==> src/hdl/rau_pkg.sv <==
package rau_pkg;

   typedef enum logic [1:0] {
      FUNC_ADD = 2'd0,
      FUNC_SUB = 2'd1,
      FUNC_MUL = 2'd2,
      FUNC_DIV = 2'd3
   } func_type;

   typedef enum logic [1:0] {
      STATUS_OK       = 2'd0,
      STATUS_ZERO_DEN = 2'd1,
      STATUS_DIV_ZERO = 2'd2
   } status_type;

   typedef enum logic [2:0] {
      ST_IDLE,
      ST_MUL,
      ST_SUM,
      ST_GCD,
      ST_DIVN,
      ST_DIVD,
      ST_DONE
   } state_type;

   // controller to datapath
   typedef struct packed {
      logic load;
      logic mul;
      logic sum;
      logic gcd_step;
      logic div_start;
      logic div_step;
      logic div_sel_den;
      logic take_num;
      logic take_den;
      logic out_valid;
   } cmd_type;

   // datapath to controller
   typedef struct packed {
      logic early_exit;
      logic num_zero;
      logic gcd_done;
      logic div_done;
   } stat_type;

   localparam int RES_NUM_WIDTH = 33;
   localparam int RES_DEN_WIDTH = 31;

endpackage

==> src/hdl/rau_ctrl.sv <==
module rau_ctrl (
   input  logic              clock,
   input  logic              reset,
   input  logic              start,
   input  rau_pkg::stat_type stat,
   output rau_pkg::cmd_type  cmd,
   output logic              busy
);
   import rau_pkg::*;

   state_type state_ff, state_in;

   always_ff @(posedge clock) begin
      if (reset) begin
         state_ff <= ST_IDLE;
      end else begin
         state_ff <= state_in;
      end
   end

   always_comb begin
      state_in = state_ff;
      case (state_ff)
         ST_IDLE: begin
            if (start) state_in = ST_MUL;
         end
         ST_MUL: begin
            if (stat.early_exit) state_in = ST_DONE;
            else state_in = ST_SUM;
         end
         ST_SUM: begin
            if (stat.num_zero) state_in = ST_DONE;
            else state_in = ST_GCD;
         end
         ST_GCD: begin
            if (stat.gcd_done) state_in = ST_DIVN;
         end
         ST_DIVN: begin
            if (stat.div_done) state_in = ST_DIVD;
         end
         ST_DIVD: begin
            if (stat.div_done) state_in = ST_DONE;
         end
         ST_DONE: state_in = ST_IDLE;
         default: state_in = ST_IDLE;
      endcase
   end

   always_comb begin
      cmd  = '0;
      busy = 1'b1;
      case (state_ff)
         ST_IDLE: begin
            busy     = 1'b0;
            cmd.load = start;
         end
         ST_MUL: cmd.mul = 1'b1;
         ST_SUM: begin
            cmd.sum       = 1'b1;
            cmd.div_start = ~stat.num_zero;
         end
         ST_GCD: begin
            cmd.gcd_step  = 1'b1;
            cmd.div_start = stat.gcd_done;
         end
         ST_DIVN: begin
            cmd.div_step  = 1'b1;
            cmd.take_num  = stat.div_done;
            cmd.div_start = stat.div_done;
         end
         ST_DIVD: begin
            cmd.div_step    = 1'b1;
            cmd.div_sel_den = 1'b1;
            cmd.take_den    = stat.div_done;
         end
         ST_DONE: cmd.out_valid = 1'b1;
         default: busy = 1'b1;
      endcase
   end

endmodule

==> src/hdl/rau_datapath.sv <==
module rau_datapath #(
   parameter int OPERAND_WIDTH = 16
) (
   input  logic                                  clock,
   input  rau_pkg::cmd_type                      cmd,
   input  logic [1:0]                            req_func,
   input  logic signed [OPERAND_WIDTH-1:0]       req_a_num,
   input  logic signed [OPERAND_WIDTH-1:0]       req_a_den,
   input  logic signed [OPERAND_WIDTH-1:0]       req_b_num,
   input  logic signed [OPERAND_WIDTH-1:0]       req_b_den,
   output rau_pkg::stat_type                     stat,
   output logic signed [rau_pkg::RES_NUM_WIDTH-1:0] rsp_res_num,
   output logic [rau_pkg::RES_DEN_WIDTH-1:0]     rsp_res_den,
   output logic [1:0]                            rsp_status
);
   import rau_pkg::*;

   localparam int MW = OPERAND_WIDTH;      // magnitude width
   localparam int PW = 2 * MW;             // product width
   localparam int SW = PW + 1;             // sum width
   localparam int CW = $clog2(SW + 1);
   localparam int XW = (SW > RES_NUM_WIDTH) ? SW : RES_NUM_WIDTH;

   logic [1:0]  func_ff;
   logic [MW-1:0] an_ff, ad_ff, bn_ff, bd_ff;
   logic an_s_ff, ad_s_ff, bn_s_ff, bd_s_ff;
   logic [PW-1:0] p1_ff, p2_ff, pd_ff;
   logic p1_s_ff, p2_s_ff, pd_s_ff;
   logic [SW-1:0] nmag_ff, dmag_ff, ga_ff, gb_ff;
   logic [CW-1:0] gk_ff;
   logic neg_ff;
   logic [1:0] status_ff;
   logic early_ff;

   // restoring divider
   logic [SW-1:0] rem_ff, quo_ff, dvsr_ff;
   logic [CW-1:0] cnt_ff;
   logic [SW-1:0] res_n_ff, res_d_ff;

   function automatic logic [MW-1:0] mag(input logic [MW-1:0] v);
      return v[MW-1] ? (~v + 1'b1) : v;
   endfunction

   logic bn_neg_eff;
   logic [SW-1:0] sum_mag;
   logic sum_neg;
   logic [SW-1:0] x1, x2;

   always_comb begin
      x1 = {1'b0, p1_ff};
      x2 = {1'b0, p2_ff};
      if (p1_s_ff == p2_s_ff) begin
         sum_mag = x1 + x2;
         sum_neg = p1_s_ff;
      end else if (x1 >= x2) begin
         sum_mag = x1 - x2;
         sum_neg = p1_s_ff;
      end else begin
         sum_mag = x2 - x1;
         sum_neg = p2_s_ff;
      end
   end

   assign bn_neg_eff = (func_ff == FUNC_SUB) ? ~bn_s_ff : bn_s_ff;

   logic [SW-1:0] rem_sh, rem_try;
   assign rem_sh  = {rem_ff[SW-2:0], quo_ff[SW-1]};
   assign rem_try = rem_sh - dvsr_ff;

   logic [SW-1:0] gcd_val;
   // restore the common factors of two stripped during the gcd loop
   assign gcd_val = (ga_ff | gb_ff) << gk_ff;

   always_ff @(posedge clock) begin
      if (cmd.load) begin
         func_ff  <= req_func;
         an_ff    <= mag(req_a_num);
         ad_ff    <= mag(req_a_den);
         bn_ff    <= mag(req_b_num);
         bd_ff    <= mag(req_b_den);
         an_s_ff  <= req_a_num[MW-1];
         ad_s_ff  <= req_a_den[MW-1];
         bn_s_ff  <= req_b_num[MW-1];
         bd_s_ff  <= req_b_den[MW-1];
      end
      if (cmd.mul) begin
         res_n_ff  <= '0;
         res_d_ff  <= '0;
         if (ad_ff == '0 || bd_ff == '0) begin
            early_ff  <= 1'b1;
            status_ff <= STATUS_ZERO_DEN;
         end else if (func_ff == FUNC_DIV && bn_ff == '0) begin
            early_ff  <= 1'b1;
            status_ff <= STATUS_DIV_ZERO;
         end else begin
            early_ff  <= 1'b0;
            status_ff <= STATUS_OK;
         end
         case (func_ff)
            FUNC_MUL: begin
               p1_ff <= an_ff * bn_ff; p1_s_ff <= an_s_ff ^ bn_s_ff;
               pd_ff <= ad_ff * bd_ff; pd_s_ff <= ad_s_ff ^ bd_s_ff;
               p2_ff <= '0; p2_s_ff <= an_s_ff ^ bn_s_ff;
            end
            FUNC_DIV: begin
               p1_ff <= an_ff * bd_ff; p1_s_ff <= an_s_ff ^ bd_s_ff;
               pd_ff <= ad_ff * bn_ff; pd_s_ff <= ad_s_ff ^ bn_s_ff;
               p2_ff <= '0; p2_s_ff <= an_s_ff ^ bd_s_ff;
            end
            default: begin
               p1_ff <= an_ff * bd_ff; p1_s_ff <= an_s_ff ^ bd_s_ff;
               p2_ff <= bn_ff * ad_ff; p2_s_ff <= bn_neg_eff ^ ad_s_ff;
               pd_ff <= ad_ff * bd_ff; pd_s_ff <= ad_s_ff ^ bd_s_ff;
            end
         endcase
      end
      if (cmd.sum) begin
         nmag_ff  <= sum_mag;
         dmag_ff  <= {1'b0, pd_ff};
         neg_ff   <= sum_neg ^ pd_s_ff;
         ga_ff    <= sum_mag;
         gb_ff    <= {1'b0, pd_ff};
         gk_ff    <= '0;
         res_n_ff <= '0;
         res_d_ff <= SW'(1);
      end
      if (cmd.gcd_step && !stat.gcd_done) begin
         // binary gcd: count common twos, halve even values, subtract and halve odd ones
         if (!ga_ff[0] && !gb_ff[0]) begin
            ga_ff <= ga_ff >> 1;
            gb_ff <= gb_ff >> 1;
            gk_ff <= gk_ff + 1'b1;
         end else if (!ga_ff[0]) begin
            ga_ff <= ga_ff >> 1;
         end else if (!gb_ff[0]) begin
            gb_ff <= gb_ff >> 1;
         end else if (ga_ff >= gb_ff) begin
            ga_ff <= (ga_ff - gb_ff) >> 1;
         end else begin
            gb_ff <= (gb_ff - ga_ff) >> 1;
         end
      end
      if (cmd.div_start) begin
         rem_ff  <= '0;
         quo_ff  <= cmd.sum ? sum_mag : (cmd.take_num ? dmag_ff : nmag_ff);
         // hold the gcd divisor for the second division
         dvsr_ff <= cmd.sum ? '0 : (cmd.take_num ? dvsr_ff : gcd_val);
         cnt_ff  <= CW'(SW);
      end else if (cmd.div_step && cnt_ff != '0) begin
         cnt_ff <= cnt_ff - 1'b1;
         if (!rem_try[SW-1] && rem_sh >= dvsr_ff) begin
            rem_ff <= rem_try;
            quo_ff <= {quo_ff[SW-2:0], 1'b1};
         end else begin
            rem_ff <= rem_sh;
            quo_ff <= {quo_ff[SW-2:0], 1'b0};
         end
      end
      if (cmd.take_num) res_n_ff <= quo_ff;
      if (cmd.take_den) res_d_ff <= quo_ff;
   end

   assign stat.early_exit = ~(ad_ff != '0 && bd_ff != '0 &&
                              !(func_ff == FUNC_DIV && bn_ff == '0));
   assign stat.num_zero   = (sum_mag == '0);
   assign stat.gcd_done   = (ga_ff == '0) || (gb_ff == '0);
   assign stat.div_done   = (cnt_ff == '0);

   logic [XW-1:0] n_ext, d_ext, n_signed;
   assign n_ext    = XW'(res_n_ff);
   assign d_ext    = XW'(res_d_ff);
   assign n_signed = (neg_ff && !early_ff) ? (~n_ext + 1'b1) : n_ext;
   assign rsp_res_num = n_signed[RES_NUM_WIDTH-1:0];
   assign rsp_res_den = d_ext[RES_DEN_WIDTH-1:0];
   assign rsp_status  = status_ff;
endmodule

==> src/hdl/rational_arithmetic_unit.sv <==
// Rational arithmetic: add, subtract, multiply or divide two signed fractions,
// reduced by the gcd, sign in the numerator. A request is taken when start is
// high and busy low; the result shows for one cycle with rsp_valid, which the
// receiver cannot stall. A request passes through the multiply, sum, binary gcd
// and two division states (numerator, then denominator); error cases go to the
// result straight from the multiply state and zero results from the sum state.
// Busy drops the cycle after the result.
module rational_arithmetic_unit #(
   parameter int OPERAND_WIDTH = 16
) (
   input  logic                              clock,
   input  logic                              reset,
   input  logic                              start,
   output logic                              busy,
   input  logic [1:0]                        req_func,
   input  logic signed [OPERAND_WIDTH-1:0]   req_a_num,
   input  logic signed [OPERAND_WIDTH-1:0]   req_a_den,
   input  logic signed [OPERAND_WIDTH-1:0]   req_b_num,
   input  logic signed [OPERAND_WIDTH-1:0]   req_b_den,
   output logic                              rsp_valid,
   output logic signed [32:0]                rsp_res_num,
   output logic [30:0]                       rsp_res_den,
   output logic [1:0]                        rsp_status
);
   import rau_pkg::*;

   cmd_type  cmd;
   stat_type stat;

   rau_ctrl u_ctrl (
      .clock (clock), .reset (reset), .start (start),
      .stat (stat), .cmd (cmd), .busy (busy)
   );

   rau_datapath #(.OPERAND_WIDTH(OPERAND_WIDTH)) u_dp (
      .clock (clock), .cmd (cmd),
      .req_func (req_func), .req_a_num (req_a_num), .req_a_den (req_a_den),
      .req_b_num (req_b_num), .req_b_den (req_b_den),
      .stat (stat), .rsp_res_num (rsp_res_num), .rsp_res_den (rsp_res_den),
      .rsp_status (rsp_status)
   );

   assign rsp_valid = cmd.out_valid;
endmodule

==> config.mk <==
export PLATFORM = sky130hd
export DESIGN_NAME = rational_arithmetic_unit
export DESIGN_NICKNAME = d
export VERILOG_FILES = /design/src/hdl/rau_pkg.sv /design/src/hdl/rau_ctrl.sv /design/src/hdl/rau_datapath.sv /design/src/hdl/rational_arithmetic_unit.sv
export SDC_FILE = /design/constraint.sdc
export NUM_CORES = 2
export LEC_CHECK = 0
export BUFFER_PORTS_ARGS = -buffer_cell sky130_fd_sc_hd__buf_2
export CORE_UTILIZATION = 25
export CTS_BUF_LIST = sky130_fd_sc_hd__clkbuf_4 sky130_fd_sc_hd__clkbuf_8
export CTS_CLUSTER_SIZE = 20
export DETAILED_ROUTE_END_ITERATION = 10
export HOLD_SLACK_MARGIN = 0.12
export PLACE_DENSITY_LB_ADDON = 0.25
export SETUP_SLACK_MARGIN = 0.5
export SYNTH_ARGS = -nofsm -noshare
export SYNTH_HDL_FRONTEND = slang
export SYNTH_SLANG_ARGS = --single-unit
==> constraint.sdc <==
create_clock -name clock -period 8.5 [get_ports clock]
set_input_delay 0.425 -clock clock [delete_from_list [all_inputs] [get_ports clock]]
set_output_delay 0.425 -clock clock [all_outputs]
set_load 0.005 [all_outputs]
==> impl_metrics.tcl <==
set metrics [dict create \
    core_region_area_um2 265000 \
    synth_seq_cells 481 \
    design_area_um2 74800 \
    cp-startpoint "u_dp.bn_ff[4]" \
    setup_viol 0 \
    rsz0062_at_grt "yes" \
    async_flop_share_pct 0 \
    critPathArrivalTime_ns 8.19 \
    via_per_inst 4.75 \
    crit_required_ns 9.01 \
    wl_met1_um 105000 \
    met2_length_um 99000 \
    grt.overflow.total 0 \
    violations "design-rule violations" \
    area_delta_synth_final_pct 12.1 \
    min_from "req_b_num[1]" \
    final_nets 9071 \
    track_usage_pct 16.3 \
    hold_violations 0 \
    timing.final.ws_setup_ns 0.818 \
    ys.flop_type "edfxtp_1" \
    chipHeight_um 519 \
    antenna_found_initial 12 \
    clkLatencyLatePin_ns 0.83 \
    hold_class "primary input to flop" \
    first_pass_iters 9 \
    clock.fmax_mhz 130 \
    grt_pass1_wl_um 340000 \
    status "finished, violations left" \
    hpwl_um 178000 \
    tns_ns 0 \
    cts_buffers 96 \
    root_buffer "clkbuf_8" \
    grt_pass1_vias 54700 \
    final_cell_mix "inv_1, nand2_1, fa_1, ha_1, and2_1" \
    fin_skew_ns 0.0836 \
    startpoint_type "flop" \
    slew-limit-headroom_pct 19.2 \
    reg2reg_from "u_dp.bn_ff[4]" \
    min_period_ns 7.68 \
    wl_met3_um 13600 \
    layout_commonest_cell "inv_1" \
    h-tree-depth 3 \
    drive_gt1_share_pct 7.35 \
    cap_violations 0 \
    synth_cells 7461 \
    cts.clk_slew.worst_paths_ns 0.06 \
    yosysUniqueCellTypes 90 \
    grt_start_max_net_pins 67 \
    ys_seq_area_share_pct 20.0 \
    slew_violations 0 \
    final_util_pct 28.2 \
    place_area_um2 71600 \
    crit_fanout 14 \
    wl_per_cell_um 19.9 \
    synth_nets 8963 \
    die_area_um2 269000 \
    syn_area_um2 66700 \
    yosysWarnings 0 \
    portBuffers 136 \
    antenna_left 0 \
    die_w_um 519 \
    gp_congestion 0.907 \
    numClockSinks 481 \
    clk_path_buf_depth 3 \
    top_layer_used "met5" \
    synth_edf_count 368 \
    pin_count 137 \
    tightestPinTransition_ns 1.21 \
    initial_core_util_pct 25.1 \
    endpoint_kind "flop" \
    avgSynthCellArea_um2 8.94 \
    dr.first_iter.drc_count 3637 \
    wirelength_um 223000 \
    drc_errors 64 \
    core.rowCount 189 \
    worstSetupPathType "flop to flop" \
    post-place-ws_ns 0.720 \
    cts_tree "yes" \
    vias 53100 \
    post-route-period-util_pct 90.4 \
]
sequential cells by signal, summed over array words and instances, names as in the netlist, 2 cells and up:
signal / cells
u_dp.ga_ff: 33
u_dp.dmag_ff: 32
u_dp.n_ext: 33
u_dp.quo_ff: 33
u_dp.bn_ff: 16
u_dp.an_ff: 16
u_dp.rsp_status: 2
u_dp.dvsr_ff: 33
u_dp.nmag_ff: 33
u_dp.p1_ff: 32
u_dp.d_ext: 31
u_dp.p2_ff: 32
u_dp.pd_ff: 32
u_dp.cnt_ff: 6
u_ctrl.state_ff: 3
u_dp.gb_ff: 33
u_dp.bd_ff: 16
u_dp.ad_ff: 16
u_dp.gk_ff: 6
u_dp.func_ff: 2
u_dp.rem_ff: 32
path summary, 6_finish.rpt:
| path | to | slack (ns) | cells after the start |
|---|---|---|---|
| worst max-delay path | u_dp.p1_ff[31] | 0.82 | 24 |
| worst min-delay path | u_dp.bn_ff[7] | 0.23 | 3 |
| worst max register to register | u_dp.p1_ff[31] | 0.82 | 24 |
| worst min register to register | u_dp.rem_ff[1] | 0.47 | 2 |
metrics by stage:
stage	std cells	hold WS [ns]
CTS	11200	0.124
global placement	10900	0.463
finish	11200	0.233
detailed placement	10900	0.467
floorplan	7461	0.421
global route	11200	0.215
synth_stat cells, drive strengths merged (21+ instances only):
master,n,area (um2)
nand2b,50,313
o21a,38,285
o31ai,43,323
o21ai,229,1150
edfxtp,368,11100
a211oi,73,553
ha,651,8150
nand4,35,225
nor2,375,1410
and2,554,3470
nor3,81,405
xor2,93,815
mux2i,69,691
o21bai,60,450
a22oi,24,180
a21oi,352,1770
nand2,873,3280
a31oi,63,400
inv,1181,4430
o211ai,29,218
mux4,21,473
dfxtp,113,2260
nor2b,56,350
buf,37,170
o22ai,52,325
a221o,21,210
nor4,65,407
nand3,66,330
clkbuf,348,1310
a21o,76,571
fa,782,15700
and3,21,131
mux2,57,642
or3,38,238
xnor2,222,1940
kinds of logic after synthesis:
logic type | Yosys count | synth area share (%)
mux | 147 | 2.71
xor+xnor | 315 | 4.14
simple gates | 2271 | 16.5
compound gates | 1245 | 12.2
fa+ha+maj | 1433 | 35.7
flops | 481 | 20.0
buf+inv | 1569 | 8.88
area by class of cell:
cell class	count	area [um2]
fill	28300	191000
inverter	1184	4450
sequential	481	13300
clock buffer	125	1560
timing repair buffer	395	3040
antenna	6	15.0
multi-input combinational	5411	47600
clock inverter	54	404
tap	3533	4420
metal layers:
layer	vias to the layer above	GRT usage, %
met1	26600	23.0
met2	1576	26.0
li1	24700	-
met3	266	2.60
met4	4	3.83
met5	-	0
critical path, cell delays in order, from the launching register on:
cell	delay, ns
edfxtp_1	0.75
and2_1	0.31
fa_1	0.53
inv_1	0.05
fa_1	0.48
fa_1	0.50
fa_1	0.55
inv_1	0.06
fa_1	0.49
inv_1	0.05
fa_1	0.48
inv_1	0.04
ha_1	0.34
and2_1	0.17
o21bai_1	0.16
o211ai_1	0.13
a31o_2	0.28
a31o_2	0.28
a41oi_1	0.33
a21oi_1	0.14
and4_1	0.22
a2111oi_0	0.58
a21oi_1	0.18
xnor2_1	0.19
o21ai_0	0.10
timing repair:
| item | CTS | global route |
|---|---|---|
| buffers inserted | 0 | 29 |
| resized for setup | 0 | 0 |
| endpoints found under the hold margin | 72 | 0 |
| hold buffers | 89 | 0 |
| endpoints found under the setup margin | 0 | 7 |
Power is not shown: default switching activity piles up to over one toggle a cycle in this logic, so the estimate is an artifact.
